### src/design/forward_time_window_event_builder_unit_assert.svh
// Assertion helpers for the event builder.
`ifndef FORWARD_TIME_WINDOW_EVENT_BUILDER_UNIT_ASSERT_SVH
`define FORWARD_TIME_WINDOW_EVENT_BUILDER_UNIT_ASSERT_SVH

// Property checked at every edge outside reset.
`define FTWEB_ASSERT(lbl, clk, rst_n, prop, msg) \
    lbl: assert property (@(posedge clk) disable iff (!rst_n) prop) else $error(msg);

// Consequent checked in the cycle after the antecedent.
`define FTWEB_ASSERT_NEXT(lbl, clk, rst_n, ante, cons, msg) \
    lbl: assert property (@(posedge clk) disable iff (!rst_n) (ante) |=> (cons)) else $error(msg);

`endif

### src/design/ftweb_pkg.sv
package ftweb_pkg;

    localparam int CH_W  = 4;
    localparam int TS_W  = 48;
    localparam int EN_W  = 16;
    localparam int EVN_W = 16;
    localparam int WIN_W = 32;

    localparam logic [1:0] REG_TIME_WINDOW   = 2'd0;
    localparam logic [1:0] REG_LEFTOVER_TIME = 2'd1;
    localparam logic [1:0] REG_BREAK_TIME    = 2'd2;

    localparam logic [WIN_W-1:0] WINDOW_RESET   = 32'd100;
    localparam logic [WIN_W-1:0] LEFTOVER_RESET = 32'd100;
    localparam logic [TS_W-1:0]  BREAK_RESET    = 48'hFFFF_FFFF_FFFF;

    typedef enum logic [3:0] {
        S_IDLE,
        S_SCAN0,
        S_CHECK,
        S_JUDGE,
        S_POP,
        S_REFILL,
        S_SCAN,
        S_RD,
        S_LOAD,
        S_SEND
    } t_state;

    typedef struct packed {
        logic [CH_W-1:0] chan;
        logic [TS_W-1:0] ts;
        logic [EN_W-1:0] energy;
    } t_hit;

    typedef struct packed {
        logic [WIN_W-1:0] time_window;
        logic [WIN_W-1:0] leftover_time;
        logic [TS_W-1:0]  break_time;
    } t_cfg;

    typedef struct packed {
        logic push;
        logic start;
        logic scan_clr;
        logic scan_en;
        logic seed_ld;
        logic set_trunc;
        logic pop;
        logic head_ld;
        logic obuf_rd;
        logic out_ld;
        logic obuf_next;
        logic evt_done;
    } t_cmd;

    typedef struct packed {
        logic scan_last;
        logic have_best;
        logic proceed;
        logic join_ok;
        logic limit_hit;
        logic win_zero;
        logic buf_last;
        logic out_taken;
    } t_sts;

endpackage

### src/design/ftweb_ctrl.sv
module ftweb_ctrl
    import ftweb_pkg::*;
(
    input  logic i_clk,
    input  logic i_rst_n,
    input  logic i_in_valid,
    input  logic i_in_kind,
    output logic o_in_ready,
    input  t_sts i_sts,
    output t_cmd o_cmd
);

    t_state r_state;
    t_state n_state;

    always_ff @(posedge i_clk) begin
        if (!i_rst_n) begin
            r_state <= S_IDLE;
        end else begin
            r_state <= n_state;
        end
    end

    always_comb begin
        n_state = r_state;
        unique case (r_state)
            S_IDLE: begin
                if (i_in_valid && i_in_kind) n_state = S_SCAN0;
            end
            S_SCAN0: begin
                if (i_sts.scan_last) n_state = S_CHECK;
            end
            S_CHECK: begin
                n_state = (i_sts.have_best && i_sts.proceed) ? S_JUDGE : S_IDLE;
            end
            S_JUDGE: begin
                priority if (!(i_sts.have_best && i_sts.join_ok)) n_state = S_RD;
                else if (i_sts.limit_hit) n_state = S_RD;
                else n_state = S_POP;
            end
            S_POP: n_state = S_REFILL;
            S_REFILL: begin
                n_state = i_sts.win_zero ? S_RD : S_SCAN;
            end
            S_SCAN: begin
                if (i_sts.scan_last) n_state = S_JUDGE;
            end
            S_RD: n_state = S_LOAD;
            S_LOAD: n_state = S_SEND;
            S_SEND: begin
                if (i_sts.out_taken) n_state = i_sts.buf_last ? S_IDLE : S_RD;
            end
            default: n_state = S_IDLE;
        endcase
    end

    always_comb begin
        o_cmd      = '0;
        o_in_ready = 1'b0;
        unique case (r_state)
            S_IDLE: begin
                o_in_ready  = 1'b1;
                o_cmd.push  = i_in_valid && !i_in_kind;
                o_cmd.start = i_in_valid && i_in_kind;
            end
            S_SCAN0, S_SCAN: o_cmd.scan_en = 1'b1;
            S_CHECK: o_cmd.seed_ld = 1'b1;
            S_JUDGE: begin
                o_cmd.set_trunc = i_sts.have_best && i_sts.join_ok && i_sts.limit_hit;
            end
            S_POP: o_cmd.pop = 1'b1;
            S_REFILL: begin
                o_cmd.head_ld  = 1'b1;
                o_cmd.scan_clr = 1'b1;
            end
            S_RD: o_cmd.obuf_rd = 1'b1;
            S_LOAD: o_cmd.out_ld = 1'b1;
            S_SEND: begin
                o_cmd.evt_done  = i_sts.out_taken && i_sts.buf_last;
                o_cmd.obuf_next = i_sts.out_taken && !i_sts.buf_last;
            end
            default: ;
        endcase
    end

endmodule

### config.mk
export PLATFORM = sky130hd
export DESIGN_NAME = ftweb_ctrl
export DESIGN_NICKNAME = d
export VERILOG_FILES = /design/src/design/forward_time_window_event_builder_unit_assert.svh /design/src/design/ftweb_pkg.sv /design/src/design/ftweb_ctrl.sv
export SDC_FILE = /design/constraint.sdc
export NUM_CORES = 1
export LEC_CHECK = 0
export BUFFER_PORTS_ARGS = -buffer_cell sky130_fd_sc_hd__buf_2
export CELL_PAD_IN_SITES_DETAIL_PLACEMENT = 0
export CELL_PAD_IN_SITES_GLOBAL_PLACEMENT = 1
export CORE_MARGIN = 2
export CORE_UTILIZATION = 27
export DETAILED_ROUTE_END_ITERATION = 8
export HOLD_SLACK_MARGIN = 0.05
export PLACE_DENSITY_LB_ADDON = 0.12
export SLEW_MARGIN = 10
export SYNTH_ARGS = -nofsm -noshare
export SYNTH_HDL_FRONTEND = slang
export SYNTH_SLANG_ARGS = --single-unit
### constraint.sdc
create_clock -name i_clk -period 1.15 [get_ports i_clk]
set_input_delay 0.23 -clock i_clk [delete_from_list [all_inputs] [get_ports i_clk]]
set_output_delay 0.23 -clock i_clk [all_outputs]
set_load 0.005 [all_outputs]
==> summary.md, run 1 <==
| Metric | Value |
|---|---|
| Status | `complete, but fails checks` |
| Failing checks | `negative setup slack` |
| Initial antenna violation count | `0` |
| Layout Cells excl Fill | `around 130` |
| Min cycle time layout | `~1.5 ns` |
| Core box area | `1708 um^2` |
| Slew headroom | `0.8120` |
| All-Layer GR Usage | `0.1522` |
| Async SR Flop Fraction | `0` |
| Placed cells | `~120` |
| Seq pwr share | `0.224` |
| CP Data Arrival Time | `1.29 ns` |
| Worst-path maximum fanout | `6` |
| DRT iter0 DRCs | `2` |
| Main synth FF type | `dfxtp_1` |
| Final Hold Viols | `0` |
| CTS root buf | `clkbuf_4` |
| Clock-pin slew on the worst setup and hold paths | `~0.030 ns` |
| Hold Path Origin | `i_rst_n` |
| Deepest clock path buffer count | `2` |
| Routed WL per cell | `approximately 12 um` |
| Critical path's largest stage delay | `0.36 ns` |
| Combinational Power Share | `0.589` |
| Final Worst Setup Slack | `-0.3695 ns` |
| Reg area | `just over 90 um^2` |
| Number of synthesized flops with an enable pin | `0` |
| Clock power frac | `0.187` |
| Avg Inst Size Synth | `7.891 um^2` |
| Cell Pwr Density | `around 910 nW/um^2` |
| Reg with most FFs | `r_state` |
| Gr ovfl total | `0` |
| Yosys top cell area share | `0.1637` |
| CP endpoint kind | `primary output` |
| Finished Core Util | `0.5656` |
| Synth top cells by count | `nand2_1 (5), nor3_1 (5), dfxtp_1 (4), nor2_1 (4)` |
| Later-pin clock latency in the skew report | `0.23 ns` |
| RR Endpoint | `r_state[1]$_SDFFE_PN0P_` |
| Starting density of the core | `0.2864` |
| Setup Skew | `~0.0026 ns` |
| Least-Margin Pin Slew | `~0.28 ns` |
| Clock Sinks | `4` |
| Gpl congestion | `0.7403` |
| Leakage | `around 0.00043 uW` |
| Max reg flops | `4` |
| # IOs | `25` |
| Area contributors post-synth | `dfxtp_1 (16%), nor3_1 (5.1%), buf_6 (4.6%), nand2_1 (3.8%), nand2b_1 (3.8%)` |
| Post-route ant nets | `0` |
| WS Path Type | `flip-flop to primary output` |
| DR DRC count | `0` |
| Synthesized instance count | `62` |
| Crit-path leading delay family | `simple AND/OR/NAND/NOR gates` |
| Sw Pwr | `~300 uW` |
| Top cell type by total area after synthesis | `dfxtp_1` |
| Horiz. Die Dim | `around 47 um` |
| Top flop regs | `r_state (4)` |
| Final net count | `120` |
| Total wire length | `about 1500 um` |
| Slew Viols, Final | `0` |
| Area of the multi-input gates | `roughly 460 um^2` |
| CTS tree | `yes` |
| Synth warn | `0` |
| Maximum vdd drop | `about 0.55 mV` |
| Switch share | `0.3397` |
| Count of input and output buffers | `24` |
| Via count | `around 640` |
| Vias in the first global route | `570` |
| Most common cell on crit path | `buf_6` |
| Critical Path RT | `between 0.9 and 1 ns` |
| Num rows | `15` |
| Layout fillers | `between 150 and 200` |
| Worst setup SP type | `flip-flop` |
| Post-synth cell types | `35` |
| Die area | `between 2000 and 2500 um^2` |
| Hold endpoint | `r_state[3]$_SDFFE_PN0P_` |
| Maxcap violations | `0` |
| P&R area growth vs syn | `97.44%` |
| Flops & latches, synth | `4` |
| WHS Path Cells | `2` |
| Critical R2R Launch | `r_state[1]$_SDFFE_PN0P_` |
| RSZ-0062 raised after global routing | `yes` |
| Setup-failing EPs final | `17` |
| Mapped Area | `489.2 um^2` |
| Diode count | `0` |
| Setup slack, reg-to-reg | `-0.31 ns` |
| Internal power | `a little under 600 uW` |
| Via density | `just under 5` |
| Critical Path Slowest Stage Cell | `dfxtp_4` |
| Peak Freq | `~660 MHz` |
| Hold-fix buffer count after cts | `0` |
| First drt pass iteration count | `2` |
| Global-route wire length before repair | `2408 um` |
| CP Cell Sequence | `buf_6, nor4_4, and3_4, buf_6` |
| HPWL Detailed | `about 1100 um` |
| Layout cells sized above 1 | `0.7170` |
| Hold Path Class | `primary input to flip-flop` |
| Htree depth | `1` |
| Synth Net Count | `between 70 and 80` |
| CTS Buf Count | `3` |
| CP bufs+invs | `2` |
| Minimum hold slack | `between 0.2 and 0.3 ns` |
| Seq/Total Area, Yosys | `0.1637` |
| Final Cycle Share | `1.321` |
| Die height | `46.57 um` |
| Largest net degree at the start of global routing | `9` |
| R2R depth | `6` |
[through the flow]
stage               setup WS [ns]  setup TNS (ns)  instance area, um^2  total power (uW)
CTS                       -0.3844          -4.821                943.4             868.9
detailed placement        -0.1802          -1.722                724.4             536.0
floorplan                -0.07198         -0.2909                510.5             409.4
global placement          -0.1775          -1.600                724.4             537.3
global route              -0.4427          -5.695                965.9             942.4
finish                    -0.3695          -4.682                965.9             878.6
[final cells by class]
type                       instances  area share
sequential                         4     0.09585
clock buffer                       3     0.02332
multi-input combinational         51      0.4780
inverter                           2     0.01295
timing repair buffer              46      0.3575
tap                               25     0.03238
[worst max path at each step]
| stage | from | cells past startpoint | end |
|---|---|---|---|
| finish | r_state[3]$_SDFFE_PN0P_ | 4 | o_cmd[10] |
| global route | r_state[3]$_SDFFE_PN0P_ | 5 | o_cmd[11] |
| CTS | r_state[3]$_SDFFE_PN0P_ | 4 | o_cmd[10] |
| detailed placement | r_state[2]$_SDFFE_PN0P_ | 4 | o_cmd[10] |
| global placement | r_state[2]$_SDFFE_PN0P_ | 4 | o_cmd[10] |
| floorplan | r_state[3]$_SDFFE_PN0P_ | 4 | o_cmd[0] |
[power groups by stage]
stage | Sequential [uW] | Combinational [uW] | Clock [uW]
floorplan | 186 | 224 | 0
global placement | 195 | 342 | 0
detailed placement | 196 | 340 | 0
CTS | 195 | 502 | 172
global route | 201 | 555 | 186
finish | 197 | 517 | 164
[layout by cell type, fill, tap and decap left out, types with 2 or more instances in the layout]
master,netlist,final
a21oi_1,3,3
buf_12,0,2
buf_2,1,22
buf_4,2,15
buf_6,2,6
clkbuf_4,0,3
dfxtp_4,0,3
nand2_1,5,3
nand2b_1,3,3
nor2_1,4,2
nor2b_2,0,2
nor3_1,5,2
nor3_2,0,2
o21a_1,2,2
o21ai_0,2,2
[repair_timing]
action	CTS	global route
resized for setup	27	6
setup buffers	11	0
pin swaps	4	2
setup endpoints to repair	17	17
endpoints found under the hold margin	0	0
[cells by family (layout without fill, tap and decap cells)]
family	after synthesis	count (layout)	synth area share
AOI/OAI and AO/OA	15	15	0.2276
buffers and inverters	7	51	0.1023
DFF	4	4	0.1637
and+or+nand+nor	36	36	0.5064
[metal layers]
layer	vias up	GRT usage	routed length (um)
met3	0	0	45
met2	14	0.2583	776
met1	305	0.2116	724
met5	-	0	0
met4	0	0.04000	0
li1	320	-	-
Power figures use the tool's default switching activity.
==> run 2, diff against run 1 <==
Settings changed: CELL_PAD_IN_SITES_DETAIL_PLACEMENT 0 to not set, CELL_PAD_IN_SITES_GLOBAL_PLACEMENT 1 to not set, CORE_AREA set to 2 2 39 41, CORE_MARGIN 2 to not set, CORE_UTILIZATION 27 to not set, CTS_CLUSTER_SIZE set to 30, DIE_AREA set to 0 0 41 43.
==> summary.md, run 2 (same netlist as run 1, synthesis figures left out) <==
| Metric | Value |
|---|---|
| Status | `complete, but fails checks` |
| Failing checks | `negative setup slack` |
| CP endpoint kind | `primary output` |
| Met2 routed WL | `a little over 1000 um` |
| WS Path Type | `flip-flop to primary output` |
| Htree depth | `1` |
| Finished Core Util | `0.7306` |
| Final net count | `around 120` |
| Num rows | `14` |
| Count of input and output buffers | `24` |
| Worst setup SP type | `flip-flop` |
| Cell Pwr Density | `approximately 940 nW/um^2` |
| Max reg flops | `4` |
| HPWL Detailed | `1028 um` |
| Least-Margin Pin Slew | `between 0.3 and 0.4 ns` |
| Total wire length | `1740 um` |
| Horiz. Die Dim | `just over 40 um` |
| Setup-failing EPs final | `17` |
| Hold Path Class | `primary input to flip-flop` |
| CP Cell Sequence | `buf_4, nor4_4, and3_4, buf_6` |
| # IOs | `25` |
| Reg with most FFs | `r_state` |
| CTS Buf Count | `3` |
| Diode count | `0` |
| Leakage | `roughly 0.00045 uW` |
| RSZ-0062 raised after global routing | `yes` |
| All-Layer GR Usage | `0.1799` |
| Hold-fix buffer count after cts | `0` |
| Place WS | `-0.1795 ns` |
| Critical path's largest stage delay | `between 0.3 and 0.4 ns` |
| Highest-count cells in the layout ignoring fill and taps | `buf_2 (21), buf_6 (17), buf_4 (12)` |
| Die area | `1763 um^2` |
| Final Hold Viols | `0` |
| Maximum vdd drop | `1.031 mV` |
| CP Data Arrival Time | `between 1 and 1.5 ns` |
| Maxcap violations | `0` |
| CP bufs+invs | `2` |
| Wire length on met3 | `approximately 57 um` |
| Vias in the first global route | `541` |
| Min cycle time layout | `1.569 ns` |
| Top Metal Used | `met3` |
| Initial antenna violation count | `0` |
| Core box area | `1384 um^2` |
| Critical Path RT | `around 0.92 ns` |
| Starting density of the core | `0.3535` |
| Via density | `about 5.1` |
| CTS root buf | `clkbuf_4` |
| Slew Viols, Final | `0` |
| Via count | `approximately 650` |
| Gpl congestion | `0.6893` |
| DRT iter0 DRCs | `2` |
| Routed length on met1 | `around 650 um` |
| Largest net degree at the start of global routing | `9` |
| Clock-pin slew on the worst setup and hold paths | `~0.040 ns` |
| Post-route ant nets | `0` |
| Crit-path leading delay family | `simple AND/OR/NAND/NOR gates` |
| Deepest clock path buffer count | `2` |
| Minimum hold slack | `approximately 0.24 ns` |
| Global-route wire length before repair | `between 2000 and 2500 um` |
| Gr ovfl total | `0` |
| Clock Sinks | `4` |
| Later-pin clock latency in the skew report | `about 0.23 ns` |
| First drt pass iteration count | `2` |
| Peak Freq | `approximately 640 MHz` |
| Slew headroom | `0.7643` |
| DR DRC count | `0` |
| Final Worst Setup Slack | `-0.4193 ns` |
| Critical Path Slowest Stage Cell | `dfxtp_2` |
| Setup Skew | `~0.00096 ns` |
| P&R area growth vs syn | `106.6%` |
| Top flop regs | `r_state (4)` |
| Die height | `~43 um` |
| Routed WL per cell | `13.81 um` |
| Worst-path maximum fanout | `4` |
| Layout cells sized above 1 | `0.7182` |
| CTS tree | `yes` |
| Most common cell after layout, fill and taps aside | `buf_2` |
| Final Cycle Share | `1.365` |
## run 2: through the flow
stage	setup TNS [ns]	area (um^2)	cells	total power (uW)
after floorplan	-0.2909	510.5	62	409.4
after global placement	-1.362	718.2	112	548.5
after detailed placement	-1.463	718.2	112	550.0
after CTS	-5.134	902.1	123	858.8
after global routing	-6.259	1011	126	1009
final	-5.272	1011	126	950.0
## run 2: final cells by class
cell class / instances / area, um^2
multi-input combinational: 51 / 479.2
timing repair buffer: 50 / 386.6
fill: 110 / 372.9
sequential: 4 / 92.59
clock buffer: 3 / 22.52
tap: 16 / 20.02
inverter: 2 / 10.01
## run 2: routing by layer
layer,up-vias,track usage
met5,-,0
met1,307,0.2000
met4,0,0.02000
met3,0,0.03665
li1,326,-
met2,15,0.3344
## run 2: report_power, final
part	internal [uW]	leakage, uW	total, uW	switching, uW
combinational	347	0.000403	579	232
clock	117	0.0000138	171	54.1
sequential	157	0.0000352	200	43.7
## run 2: worst paths after layout
kind / start / to / slack (ns) / cells past startpoint
setup / recovery: r_state[1]$_SDFFE_PN0P_ / o_cmd[10] / -0.42 / 4
hold / removal: i_rst_n / r_state[3]$_SDFFE_PN0P_ / 0.24 / 2
setup reg to reg: r_state[1]$_SDFFE_PN0P_ / r_state[0]$_SDFFE_PN0P_ / -0.29 / 7
hold reg to reg: r_state[0]$_SDFFE_PN0P_ / r_state[0]$_SDFFE_PN0P_ / 0.74 / 3
## run 2: repair_timing
item	in CTS	in global routing
gates cloned	0	0
setup buffers	9	3
pin swaps	9	5
endpoints found under the setup margin	17	17
gates resized for setup	23	18
==> run 3, diff against run 2 <==
Settings changed: CELL_PAD_IN_SITES_DETAIL_PLACEMENT set to 2, CELL_PAD_IN_SITES_GLOBAL_PLACEMENT set to 2, CORE_AREA 2 2 39 41 to not set, CORE_MARGIN set to 2, CORE_UTILIZATION set to 20, DIE_AREA 0 0 41 43 to not set.
Clock period 1.15 ns to 1.4 ns, I/O delays scaled along.
==> summary.md, run 3 (same netlist as run 1, synthesis figures left out) <==
| Metric | Value |
|---|---|
| Diode count | `0` |
| Clock-pin slew on the worst setup and hold paths | `0.03 ns` |
| CTS tree | `yes` |
| Deepest clock path buffer count | `2` |
| CP bufs+invs | `1` |
| Critical R2R Launch | `r_state[1]$_SDFFE_PN0P_` |
| Worst Setup SP | `r_state[3]$_SDFFE_PN0P_` |
| Initial antenna violation count | `0` |
| Minimum hold slack | `about 0.26 ns` |
| Final Hold Viols | `0` |
| Total stage count of the critical path | `4` |
| Worst-path maximum fanout | `6` |
| Via density | `approximately 5` |
| P&R area growth vs syn | `99.49%` |
| Post-route cell area | `~980 um^2` |
| Starting density of the core | `0.2170` |
| Die area | `around 2900 um^2` |
| Reg with most FFs | `r_state` |
| WS Path Type | `flip-flop to primary output` |
| Maximum vdd drop | `approximately 0.66 mV` |
| Setup-failing EPs final | `16` |
| Core box area | `approximately 2300 um^2` |
| Hold Path Origin | `i_rst_n` |
| Critical path's largest stage delay | `0.39 ns` |
| Cell Area, Placed | `roughly 670 um^2` |
| TNS Setup | `-2.076 ns` |
| Least-Margin Pin Slew | `0.3245 ns` |
| RSZ-0062 raised after global routing | `yes` |
| # IOs | `25` |
| CP Cell Sequence | `or2b_1, nor2b_2, and3_1, buf_2` |
| Failing checks | `negative setup slack` |
| Total wire length | `2378 um` |
| All-Layer GR Usage | `0.1598` |
| CP endpoint kind | `primary output` |
| Maxcap violations | `0` |
| Critical Path Slowest Stage Cell | `dfxtp_4` |
| Final Cycle Share | `1.151` |
| Gpl congestion | `about 0.80` |
| R2R depth | `6` |
| Final net count | `120` |
| Worst setup path endpoint | `o_cmd[0]` |
| DR DRC count | `0` |
| RR Endpoint | `r_state[0]$_SDFFE_PN0P_` |
| Max reg flops | `4` |
| Post-route ant nets | `0` |
| Slew Viols, Final | `0` |
| Setup Skew | `0.008816 ns` |
| First drt pass iteration count | `4` |
| Status | `complete, but fails checks` |
| Crit-path leading delay family | `simple AND/OR/NAND/NOR gates` |
| Slew headroom | `0.7820` |
| Num rows | `17` |
| Largest net degree at the start of global routing | `10` |
| Layout fillers | `roughly 260` |
| Peak Freq | `around 620 MHz` |
| Critical Path RT | `around 1.1 ns` |
| Count of input and output buffers | `24` |
| Layout cells sized above 1 | `0.7170` |
| Htree depth | `1` |
| Most common cell after layout, fill and taps aside | `buf_2` |
| Highest-count cells in the layout ignoring fill and taps | `buf_2 (24), buf_4 (14), buf_6 (6)` |
| Worst setup SP type | `flip-flop` |
| Leakage | `approximately 0.00044 uW` |
| Die height | `53.46 um` |
| Routed WL per cell | `roughly 18 um` |
| Hold Path Class | `primary input to flip-flop` |
| Cell Pwr Density | `785.0 nW/um^2` |
| Global-route wire length before repair | `about 3200 um` |
| Final Worst Setup Slack | `-0.2112 ns` |
| Top flop regs | `r_state (4)` |
| Gr ovfl total | `0` |
| DRT iter0 DRCs | `7` |
| Horiz. Die Dim | `between 50 and 60 um` |
| CP Data Arrival Time | `~1.3 ns` |
| HPWL Detailed | `approximately 1400 um` |
| Min cycle time layout | `1.611 ns` |
| Setup slack, reg-to-reg | `-0.12 ns` |
| CTS Buf Count | `3` |
| Via count | `about 650` |
| Later-pin clock latency in the skew report | `0.24 ns` |
| CTS root buf | `clkbuf_4` |
| Clock Sinks | `4` |
| Vias in the first global route | `about 700` |
==> run 3: cell types whose count changed in the layout (fill, tap and decap cells not counted), sizes merged <==
cell | before | now
buf | 50 | 46
==> run 3: layout make-up <==
type	instances	area [um^2]	share of cell area
Clock buffer	3	22.52	0.02308
Inverter	2	15.01	0.01538
Multi-Input combinational cell	51	480.5	0.4923
Sequential cell	4	95.09	0.09744
Tap cell	28	35.03	0.03590
Timing Repair Buffer	46	327.8	0.3359
==> run 3: worst reg2reg max path, stage by stage, from the launching register on <==
cell and delay (ns):
dfxtp_4 0.36, buf_4 0.16, and4bb_4 0.20, buf_4 0.14, o21bai_4 0.15, a21oi_1 0.10, a311oi_1 0.29
==> run 3: metal layers <==
metal,global-route usage,vias up,wire [um]
li1,-,322,-
met2,0.3004,14,1307
met5,0,-,0
met3,0.03672,0,91
met4,0,0,0
met1,0.1926,315,979
==> run 3: metrics by stage <==
stage          power (uW)    util  instances  setup WS, ns
5_1_grt             823.0  0.4329        134       -0.2848
4_1_cts             662.0  0.3935        131       -0.1841
3_5_place_dp        441.3  0.2969        118      -0.09726
2_1_floorplan       312.9       -         62       0.03678
3_3_place_gp        435.8  0.2969        118       -0.1091
6_report            766.1  0.4329        134       -0.2112
==> run 3: worst min path at each step <==
stage	endpoint	slack (ns)	cells past startpoint
floorplan	r_state[3]$_SDFFE_PN0P_	0.40	1
global placement	r_state[3]$_SDFFE_PN0P_	0.50	2
detailed placement	r_state[3]$_SDFFE_PN0P_	0.51	2
CTS	r_state[3]$_SDFFE_PN0P_	0.26	2
global route	r_state[3]$_SDFFE_PN0P_	0.27	2
finish	r_state[3]$_SDFFE_PN0P_	0.26	2
==> run 3: power by group <==
group | internal [uW] | switching [uW]
Combinational | 246 | 223
Sequential | 128 | 23.2
Clock | 96.1 | 50.4
Total | 470 | 296
==> run 3: repair_timing <==
action	in CTS	in global routing
setup buffers	10	3
pin swaps	7	4
hold buffers	0	0
endpoints found under the setup margin	16	16
resized for setup	29	13
